--- src/rtl/eqf_pkg.sv ---
// Package for the three-band equalizer FIR unit: widths, codes, types and the gain table.
// Used by every module of the block except eqf_ram; depends on nothing.
package eqf_pkg;

  localparam int NUM_TAPS_DEF  = 256;
  localparam int NUM_BANDS     = 3;
  localparam int SAMPLE_W      = 16;
  localparam int COEF_W        = 16;
  localparam int TAP_W         = 8;
  localparam int BAND_W        = 2;
  localparam int GAIN_IDX_W    = 4;
  localparam int GAIN_W        = 15;
  localparam int PROD_W        = 32;
  localparam int LOADABLE_TAPS = 256;
  localparam int CFG_IDX_W     = 2;
  localparam int CFG_DATA_W    = 4;

  localparam logic [CFG_IDX_W-1:0] CFG_GAIN_ONE   = 2'd0;
  localparam logic [CFG_IDX_W-1:0] CFG_GAIN_TWO   = 2'd1;
  localparam logic [CFG_IDX_W-1:0] CFG_GAIN_THREE = 2'd2;
  localparam logic [CFG_IDX_W-1:0] CFG_ENABLE     = 2'd3;

  typedef enum logic [1:0] {
    OP_LOAD,
    OP_DROP,
    OP_BYPASS,
    OP_FILTER
  } op_t;

  typedef struct packed {
    op_t                       op;
    logic [BAND_W-1:0]         band;
    logic [TAP_W-1:0]          tap;
    logic signed [COEF_W-1:0]  coef;
    logic signed [SAMPLE_W-1:0] left;
    logic signed [SAMPLE_W-1:0] right;
  } qitem_t;

  typedef logic [NUM_BANDS-1:0][GAIN_IDX_W-1:0] gain_set_t;

  typedef enum logic [2:0] {
    BK_IDLE,
    BK_START,
    BK_RUN,
    BK_DRAIN,
    BK_FINISH,
    BK_BYPASS
  } back_state_t;

  // Nine steps of 3 dB from -24 dB to just under 0 dB; indexes above eight saturate.
  function automatic logic [GAIN_W-1:0] gain_of(input logic [GAIN_IDX_W-1:0] idx);
    logic [GAIN_W-1:0] g;
    unique case (idx)
      4'd0:    g = 15'h080A;
      4'd1:    g = 15'h0B5B;
      4'd2:    g = 15'h100A;
      4'd3:    g = 15'h16A7;
      4'd4:    g = 15'h2000;
      4'd5:    g = 15'h2D34;
      4'd6:    g = 15'h3FD9;
      4'd7:    g = 15'h5A30;
      default: g = 15'h7F65;
    endcase
    return g;
  endfunction

endpackage

--- src/rtl/eqf_front.sv ---
// Front end: accepts input words, classifies them into operations and queues them.
// Depends on eqf_pkg for the queue entry type and operation codes.
module eqf_front
  import eqf_pkg::*;
#(
  parameter int NUM_TAPS = NUM_TAPS_DEF
) (
  input  logic                       clk,
  input  logic                       rst,
  input  logic                       in_valid,
  output logic                       in_ready,
  input  logic                       func,
  input  logic [BAND_W-1:0]          band_index,
  input  logic [TAP_W-1:0]           tap_index,
  input  logic signed [COEF_W-1:0]   coef_value,
  input  logic signed [SAMPLE_W-1:0] left_in,
  input  logic signed [SAMPLE_W-1:0] right_in,
  input  logic                       filter_enable,
  output logic                       q_valid,
  output qitem_t                     q_item,
  input  logic                       q_pop
);

  localparam int QDEPTH = 2;
  localparam int QPW    = $clog2(QDEPTH);
  localparam int QCW    = $clog2(QDEPTH + 1);

  qitem_t           slots [QDEPTH];
  logic [QPW-1:0]   wr_ptr;
  logic [QPW-1:0]   rd_ptr;
  logic [QCW-1:0]   count;
  logic             push;
  qitem_t           item;

  assign in_ready = (count != QCW'(QDEPTH));
  assign push     = in_valid && in_ready;
  assign q_valid  = (count != '0);
  assign q_item   = slots[rd_ptr];

  always_comb begin
    item.band  = band_index;
    item.tap   = tap_index;
    item.coef  = coef_value;
    item.left  = left_in;
    item.right = right_in;
    if (func) begin
      item.op = filter_enable ? OP_FILTER : OP_BYPASS;
    end else if ((int'(band_index) < NUM_BANDS) && (int'(tap_index) < NUM_TAPS)) begin
      item.op = OP_LOAD;
    end else begin
      item.op = OP_DROP;
    end
  end

  always_ff @(posedge clk) begin
    if (push) begin
      slots[wr_ptr] <= item;
    end
  end

  always_ff @(posedge clk) begin
    if (rst) begin
      wr_ptr <= '0;
      rd_ptr <= '0;
      count  <= '0;
    end else begin
      if (push) begin
        wr_ptr <= (wr_ptr == QPW'(QDEPTH - 1)) ? '0 : wr_ptr + 1'b1;
      end
      if (q_pop) begin
        rd_ptr <= (rd_ptr == QPW'(QDEPTH - 1)) ? '0 : rd_ptr + 1'b1;
      end
      if (push && !q_pop) begin
        count <= count + 1'b1;
      end else if (q_pop && !push) begin
        count <= count - 1'b1;
      end
    end
  end

endmodule

--- config.mk ---
export PLATFORM = sky130hd
export DESIGN_NAME = eqf_front
export DESIGN_NICKNAME = d
export VERILOG_FILES = /design/src/rtl/eqf_pkg.sv /design/src/rtl/eqf_front.sv
export SDC_FILE = /design/constraint.sdc
export NUM_CORES = 1
export LEC_CHECK = 0
export BUFFER_PORTS_ARGS = -buffer_cell sky130_fd_sc_hd__buf_2
export CAP_MARGIN = 20
export CORE_AREA = 2 2 104 106
export CTS_CLUSTER_SIZE = 10
export DETAILED_ROUTE_END_ITERATION = 10
export DIE_AREA = 0 0 106 108
export PLACE_DENSITY = 0.69
export SKIP_LAST_GASP = 1
export SYNTH_ARGS = -nofsm -noshare
export SYNTH_HDL_FRONTEND = slang
export SYNTH_SLANG_ARGS = --single-unit
--- constraint.sdc ---
create_clock -name clk -period 3.7 [get_ports clk]
set_clock_uncertainty 0.2 [all_clocks]
set_input_delay 0.925 -clock clk [delete_from_list [all_inputs] [get_ports clk]]
set_output_delay 0.925 -clock clk [all_outputs]
set_load 0.01 [all_outputs]
==> results of run 1 <==
-- worst min-delay path: cells and delay by family (launching register included) --
family | cells | cell delay [ns]
DFF | 1 | 0.33
xor gates and xnor gates | 1 | 0.09
and+or+nand+nor | 1 | 0.08
-- power groups by stage --
stage	sequential, mW	combinational [mW]	clock (mW)
after global placement	1.77	0.469	0
after CTS	1.76	0.477	1.64
after detailed placement	1.78	0.474	0
after floorplan	1.77	0.276	0
final	1.75	0.466	1.60
after global routing	1.77	0.510	1.70
-- metrics by stage --
stage,setup slack [ns],power [mW]
3_5_place_dp,1.20,2.26
4_1_cts,0.658,3.87
6_report,0.711,3.82
3_3_place_gp,1.19,2.24
2_1_floorplan,0.686,2.05
5_1_grt,0.622,3.97
-- registers in the layout (all words and copies together), names as in the netlist, named ones only --
name and count:
slots 120, count 2, rd_ptr 1, wr_ptr 1
-- logic make-up after synthesis --
logic type,share of synthesized area [%]
AO/OA/AOI/OAI,0.659
XOR/XNOR,0.577
adder cells (fa/ha/maj),0.275
buffers and inverters,0.934
flip-flops,81.3
multiplexers,14.8
AND/OR/NAND/NOR,1.43
-- worst max path at each step --
stage / start / to / cells past startpoint
floorplan: in_valid / slots[1][0] / 1
global placement: in_valid / slots[1][46] / 3
detailed placement: in_valid / slots[1][53] / 3
CTS: register / q_item[11] / 3
global route: register / q_item[10] / 3
finish: register / q_item[11] / 3
-- layout make-up --
type | count | area, um2 | area share [%]
Sequential cell | 125 | 3700 | 62.1
Multi-Input combinational cell | 80 | 811 | 13.6
Timing Repair Buffer | 128 | 686 | 11.5
Clock buffer | 24 | 470 | 7.89
Tap cell | 136 | 170 | 2.85
Clock inverter | 8 | 115 | 1.93
Inverter | 2 | 7.51 | 0.126
-- routing by layer --
| layer | vias up | GRT usage [%] | share of wire [%] |
|---|---|---|---|
| met5 | - | 0 | 0 |
| met4 | 0 | 7.33 | 1.8 |
| met3 | 10 | 4.94 | 6.2 |
| met2 | 83 | 24.6 | 51 |
| met1 | 1125 | 16.3 | 41 |
| li1 | 1126 | - | - |
-- cell usage in the layout, fill, tap and decap left out --
cell | synthesis | layout
a21bo_2 | 1 | 1
a21oi_1 | 2 | 2
and2_1 | 1 | 1
and3_2 | 0 | 1
buf_12 | 0 | 3
buf_2 | 7 | 125
bufinv_16 | 0 | 3
clkbuf_1 | 0 | 4
clkbuf_16 | 0 | 16
clkbuf_8 | 0 | 4
clkinv_2 | 0 | 5
dfxtp_1 | 5 | 4
dfxtp_2 | 0 | 1
edfxtp_1 | 120 | 120
ha_1 | 1 | 1
inv_1 | 2 | 1
inv_2 | 0 | 1
mux2_2 | 60 | 60
nand2_1 | 2 | 2
nand2b_4 | 1 | 1
nand3b_1 | 1 | 1
nor2_1 | 3 | 3
o21ai_0 | 2 | 2
or2_2 | 1 | 1
or3_1 | 1 | 1
xnor2_1 | 1 | 1
xor2_1 | 2 | 2
==> results.py, run 1 <==
metrics = {
    "run_status": {
        "status": "finished clean",
    },
    "power_and_ir_drop": {
        "peakVddDrop_mv": 0.290,
        "p_switching_mw": 0.817,
        "seq_power_share_pct": 45.9,
        "power.density_nw_per_um2": 641,
        "p_comb_share_pct": 12.2,
        "leakagePower_nw": 2.27,
        "switching_share_pct": 21.4,
        "p_int_mw": 3.01,
        "clkPwrFrac_pct": 41.9,
    },
    "yosys": {
        "synth_common_cells": "edfxtp_1 (120), mux2_2 (60), buf_2 (7)",
        "syn_area_um2": 4560,
        "seq_area_frac_synth_pct": 81.3,
        "synthCells": 214,
        "synth_top_area_share_pct": 79.1,
        "synth-edff-count": 120,
        "synth_ff_type": "edfxtp_1",
        "synth.most_common_cell": "edfxtp_1",
        "yosys.area.top_type": "edfxtp_1",
        "yosysUniqueCellTypes": 19,
        "syn-num-nets": 279,
        "synth_area_per_cell_um2": 21.3,
        "async_reset_ff_share_pct": 0,
        "ys_seq_elements": 125,
        "yosys-top-cells-area": "edfxtp_1 (79%), mux2_2 (15%), dfxtp_1 (2.2%)",
        "ys_warn_count": 0,
    },
    "worst_setup_path": {
        "path_class": "reg2out",
        "critPathBufInv": 2,
        "ff2ff_path_depth": 3,
        "worstSetupStartpointType": "register",
        "r2r-start": "count[0]",
        "crit_slowest_cell": "dfxtp_2",
        "crit_family": "flip-flops",
        "slowest_delay_ns": 0.48,
        "worst-r2r-setup-slack_ns": 1.68,
        "arrival_ns": 1.86,
        "crit_path_end_kind": "output port",
        "worstReg2RegEnd": "slots[1][0]",
        "cp_cell_sequence": "buf_12, mux2_2, buf_2",
        "cp_max_fo": 51,
        "cp.required_ns": 2.57,
    },
    "die": {
        "initial_utilization_pct": 44.5,
        "rows": 37,
        "die_h_um": 108,
        "die_w_um": 106,
        "pin_count": 126,
        "design.die.area_um2": 11400,
        "core_area_um2": 10200,
    },
    "hold_path": {
        "min_path_type": "reg2reg",
        "min_path_cells": 2,
        "hp-start": "rd_ptr",
    },
    "place": {
        "placed_cell_area_um2": 5380,
        "place_congestion": 0.696,
        "hpwl_um": 5020,
        "dpl.cell_count": 471,
        "io_buffers": 125,
    },
    "timing": {
        "fmax_mhz": 335,
        "hold_viol": 0,
        "min_period_ns": 2.99,
        "finalCritPeriodShare_pct": 80.8,
        "holdWs_ns": 0.323,
        "slew_headroom_pct": 59.2,
        "max_slew.worst_pin.slew_ns": 0.612,
        "setup_viol": 0,
        "rsz0062_at_grt": "false",
        "finalSetupTns_ns": 0,
        "maxSlewViolCount": 0,
    },
    "detailed_routing": {
        "first_pass_iters": 6,
        "drtIter0Drc": 89,
        "route.detailed.drc": 0,
        "vias": 2344,
        "drt.antenna.violating_nets": 0,
        "drt-wirelength-per-cell_um": 15.5,
        "vias_per_cell": 4.66,
        "finalWirelength_um": 7800,
    },
    "layout": {
        "final_area_um2": 5960,
        "fillers": 800,
        "area_growth_pct": 30.9,
        "fin_util_pct": 58.3,
        "final_cell_count_no_fill": 503,
        "layout.nets": 419,
        "antenna_cells": 0,
        "drive_gt1_share_pct": 60.5,
    },
    "clocking": {
        "cts_hold_buf": 0,
        "max-clock-path-buffers": 2,
        "numCtsBuffers": 17,
        "cts_sinks": 125,
        "cts_tree": "built",
        "cts-resized-gates": 0,
        "clk_latency_ns": 0.50,
        "cts_setup_buffers": 0,
        "htree_levels": 4,
        "clkTransAtPathRegs_ns": 0.05,
        "cts-root-buf": "clkbuf_8",
    },
    "global_route": {
        "grt_max_degree": 52,
        "gr-total-overflow": 0,
        "grt_pass1_vias": 2509,
        "grtUsageTotal_pct": 14.4,
        "grt_pass1_wl_um": 12100,
        "antenna_found_initial": 0,
    },
    "job": {
        "maxCapViolations": 0,
    },
}
Note: power is estimated with default switching activity, not from simulation.
==> run 2: changes to the inputs <==
==> constraint.sdc (replaced) <==
create_clock -name clk -period 3 [get_ports clk]
set_clock_uncertainty 0.2 [all_clocks]
set_input_delay 0.75 -clock clk [delete_from_list [all_inputs] [get_ports clk]]
set_output_delay 0.75 -clock clk [all_outputs]
set_load 0.01 [all_outputs]
==> run 2 against run 1 <==
- via count is 0.98% higher
- flip-flop and latch count stayed put
- total power is 23% higher
- sequential power is 23% higher
- first-iteration DRC count is 34% higher
- combinational power is 23% higher
- clock-buffer cell count is 1 lower
- die area stayed put
- hold slack worse by 0.089 ns
- critical path type unchanged
- largest cell class unchanged
==> results.py, run 2 (synthesis gave the netlist of run 1 again) <==
metrics = {
    "layout": {
        "drive_gt1_share_pct": 59.5,
        "multiInputGateArea_um2": 811,
        "seq_area_um2": 3700,
        "largest_register": "slots",
        "fillers": 802,
        "area_growth_pct": 30.7,
        "final_area_um2": 5950,
        "layout_commonest_cell": "buf_2",
        "final_cell_mix": "buf_2 (125), edfxtp_1 (120), mux2_2 (60)",
        "layout.nets": 420,
        "antenna_cells": 0,
        "largest_reg_flops": 120,
        "reg.largest.list": "slots (120), count (2)",
    },
    "detailed_routing": {
        "first_pass_iters": 4,
        "drt-wirelength-per-cell_um": 15.1,
        "drtIter0Drc": 119,
        "vias_per_cell": 4.70,
        "vias": 2367,
        "route.detailed.drc": 0,
        "drt.antenna.violating_nets": 0,
        "finalWirelength_um": 7630,
    },
    "power_and_ir_drop": {
        "p_switching_mw": 0.987,
        "p_comb_share_pct": 12.2,
        "leakagePower_nw": 2.26,
        "p_int_mw": 3.72,
        "p_total_mw": 4.71,
        "seq_power_share_pct": 45.9,
        "peakVddDrop_mv": 0.435,
        "switching_share_pct": 21.0,
        "power.density_nw_per_um2": 791,
        "clkPwrFrac_pct": 42.0,
    },
    "timing": {
        "rsz0062_at_grt": "false",
        "fmax_mhz": 363,
        "max_slew.worst_pin.slew_ns": 0.504,
        "min_period_ns": 2.76,
        "finalCritPeriodShare_pct": 91.9,
        "finalSetupTns_ns": 0,
        "hold_viol": 0,
        "maxSlewViolCount": 0,
        "setup_viol": 0,
        "setup_slack_ns": 0.243,
        "slew_headroom_pct": 66.4,
    },
    "worst_setup_path": {
        "crit_path_end_kind": "output port",
        "worstSetupStartpointType": "register",
        "path_class": "reg2out",
        "cp.required_ns": 2.05,
        "cp_max_fo": 39,
        "arrival_ns": 1.81,
    },
    "clocking": {
        "cts-resized-gates": 0,
        "cts-root-buf": "clkbuf_8",
        "htree_levels": 4,
        "cts_sinks": 125,
        "cts_setup_buffers": 0,
        "cts_hold_buf": 0,
        "clk_latency_ns": 0.50,
        "clkTransAtPathRegs_ns": 0.05,
        "cts_tree": "built",
        "max-clock-path-buffers": 2,
        "numCtsBuffers": 17,
    },
    "place": {
        "io_buffers": 125,
        "place_congestion": 0.696,
        "hpwl_um": 4890,
        "pre_cts_slack_ns": 0.713,
        "placed_cell_area_um2": 5370,
    },
    "die": {
        "die_h_um": 108,
        "initial_utilization_pct": 44.5,
        "rows": 37,
        "design.die.area_um2": 11400,
        "die_w_um": 106,
        "core_area_um2": 10200,
        "pin_count": 126,
    },
    "global_route": {
        "grt_pass1_wl_um": 11800,
        "grtUsageTotal_pct": 14.0,
        "grt_pass1_vias": 2506,
        "antenna_found_initial": 0,
        "gr-total-overflow": 0,
        "grt_max_degree": 61,
    },
    "job": {
        "maxCapViolations": 0,
    },
    "run_status": {
        "status": "finished clean",
    },
    "hold_path": {
        "min_path_type": "in2reg",
    },
}
==> run 2: changes by cell type in the layout (fill, tap and decap cells not counted) <==
cell	delta
buf_12	-1
buf_4	+2
bufinv_16	+1
clkbuf_1	+2
clkbuf_8	-3
clkinv_1	+2
clkinv_2	-2
==> run 2: cell type report <==
type                       instances  area share [%]
clock inverter                     9            2.40
sequential                       125            62.2
multi-input combinational         80            13.6
clock buffer                      23            7.34
tap                              136            2.86
timing repair buffer             129            11.4
inverter                           2           0.126
==> run 2: power by group through the flow <==
stage | clock, mW | sequential, mW | combinational, mW
2_1_floorplan | 0 | 2.19 | 0.341
3_3_place_gp | 0 | 2.19 | 0.581
3_5_place_dp | 0 | 2.20 | 0.585
4_1_cts | 2.02 | 2.16 | 0.588
5_1_grt | 2.11 | 2.17 | 0.630
6_report | 1.97 | 2.16 | 0.573
==> run 2: metal layers <==
metal  GRT usage [%]  up-vias  part of all wire (%)
met5               0        -                     0
met4            6.48        0                   1.4
met3            6.33       13                   7.5
met2            23.3       83                    51
met1            15.6     1147                    40
li1                -     1124                     -
==> run 2: worst paths after layout <==
kind                                     start           end  slack (ns)  depth (start not counted)
worst max-delay path                  register    q_item[11]        0.24                          3
worst max register to register        count[0]  slots[0][10]        1.25                          4
worst min register to register          rd_ptr        rd_ptr        0.33                          2
worst min-delay path            coef_value[15]  slots[0][47]        0.23                          1
==> run 2: per-stage QoR <==
stage | util, % | hold WS [ns] | cells
global route | 58.2 | 0.206 | 504
global placement | 52.5 | 0.296 | 472
floorplan | - | 0.280 | 214
detailed placement | 52.5 | 0.318 | 472
finish | 58.2 | 0.234 | 504
CTS | 58.2 | 0.206 | 504
==> run 2: worst max-delay path, cell delays in order, from the launching register on <==
cell,delay [ns]
dfxtp_2,0.32
buf_4,0.43
mux2_2,0.41
buf_2,0.14
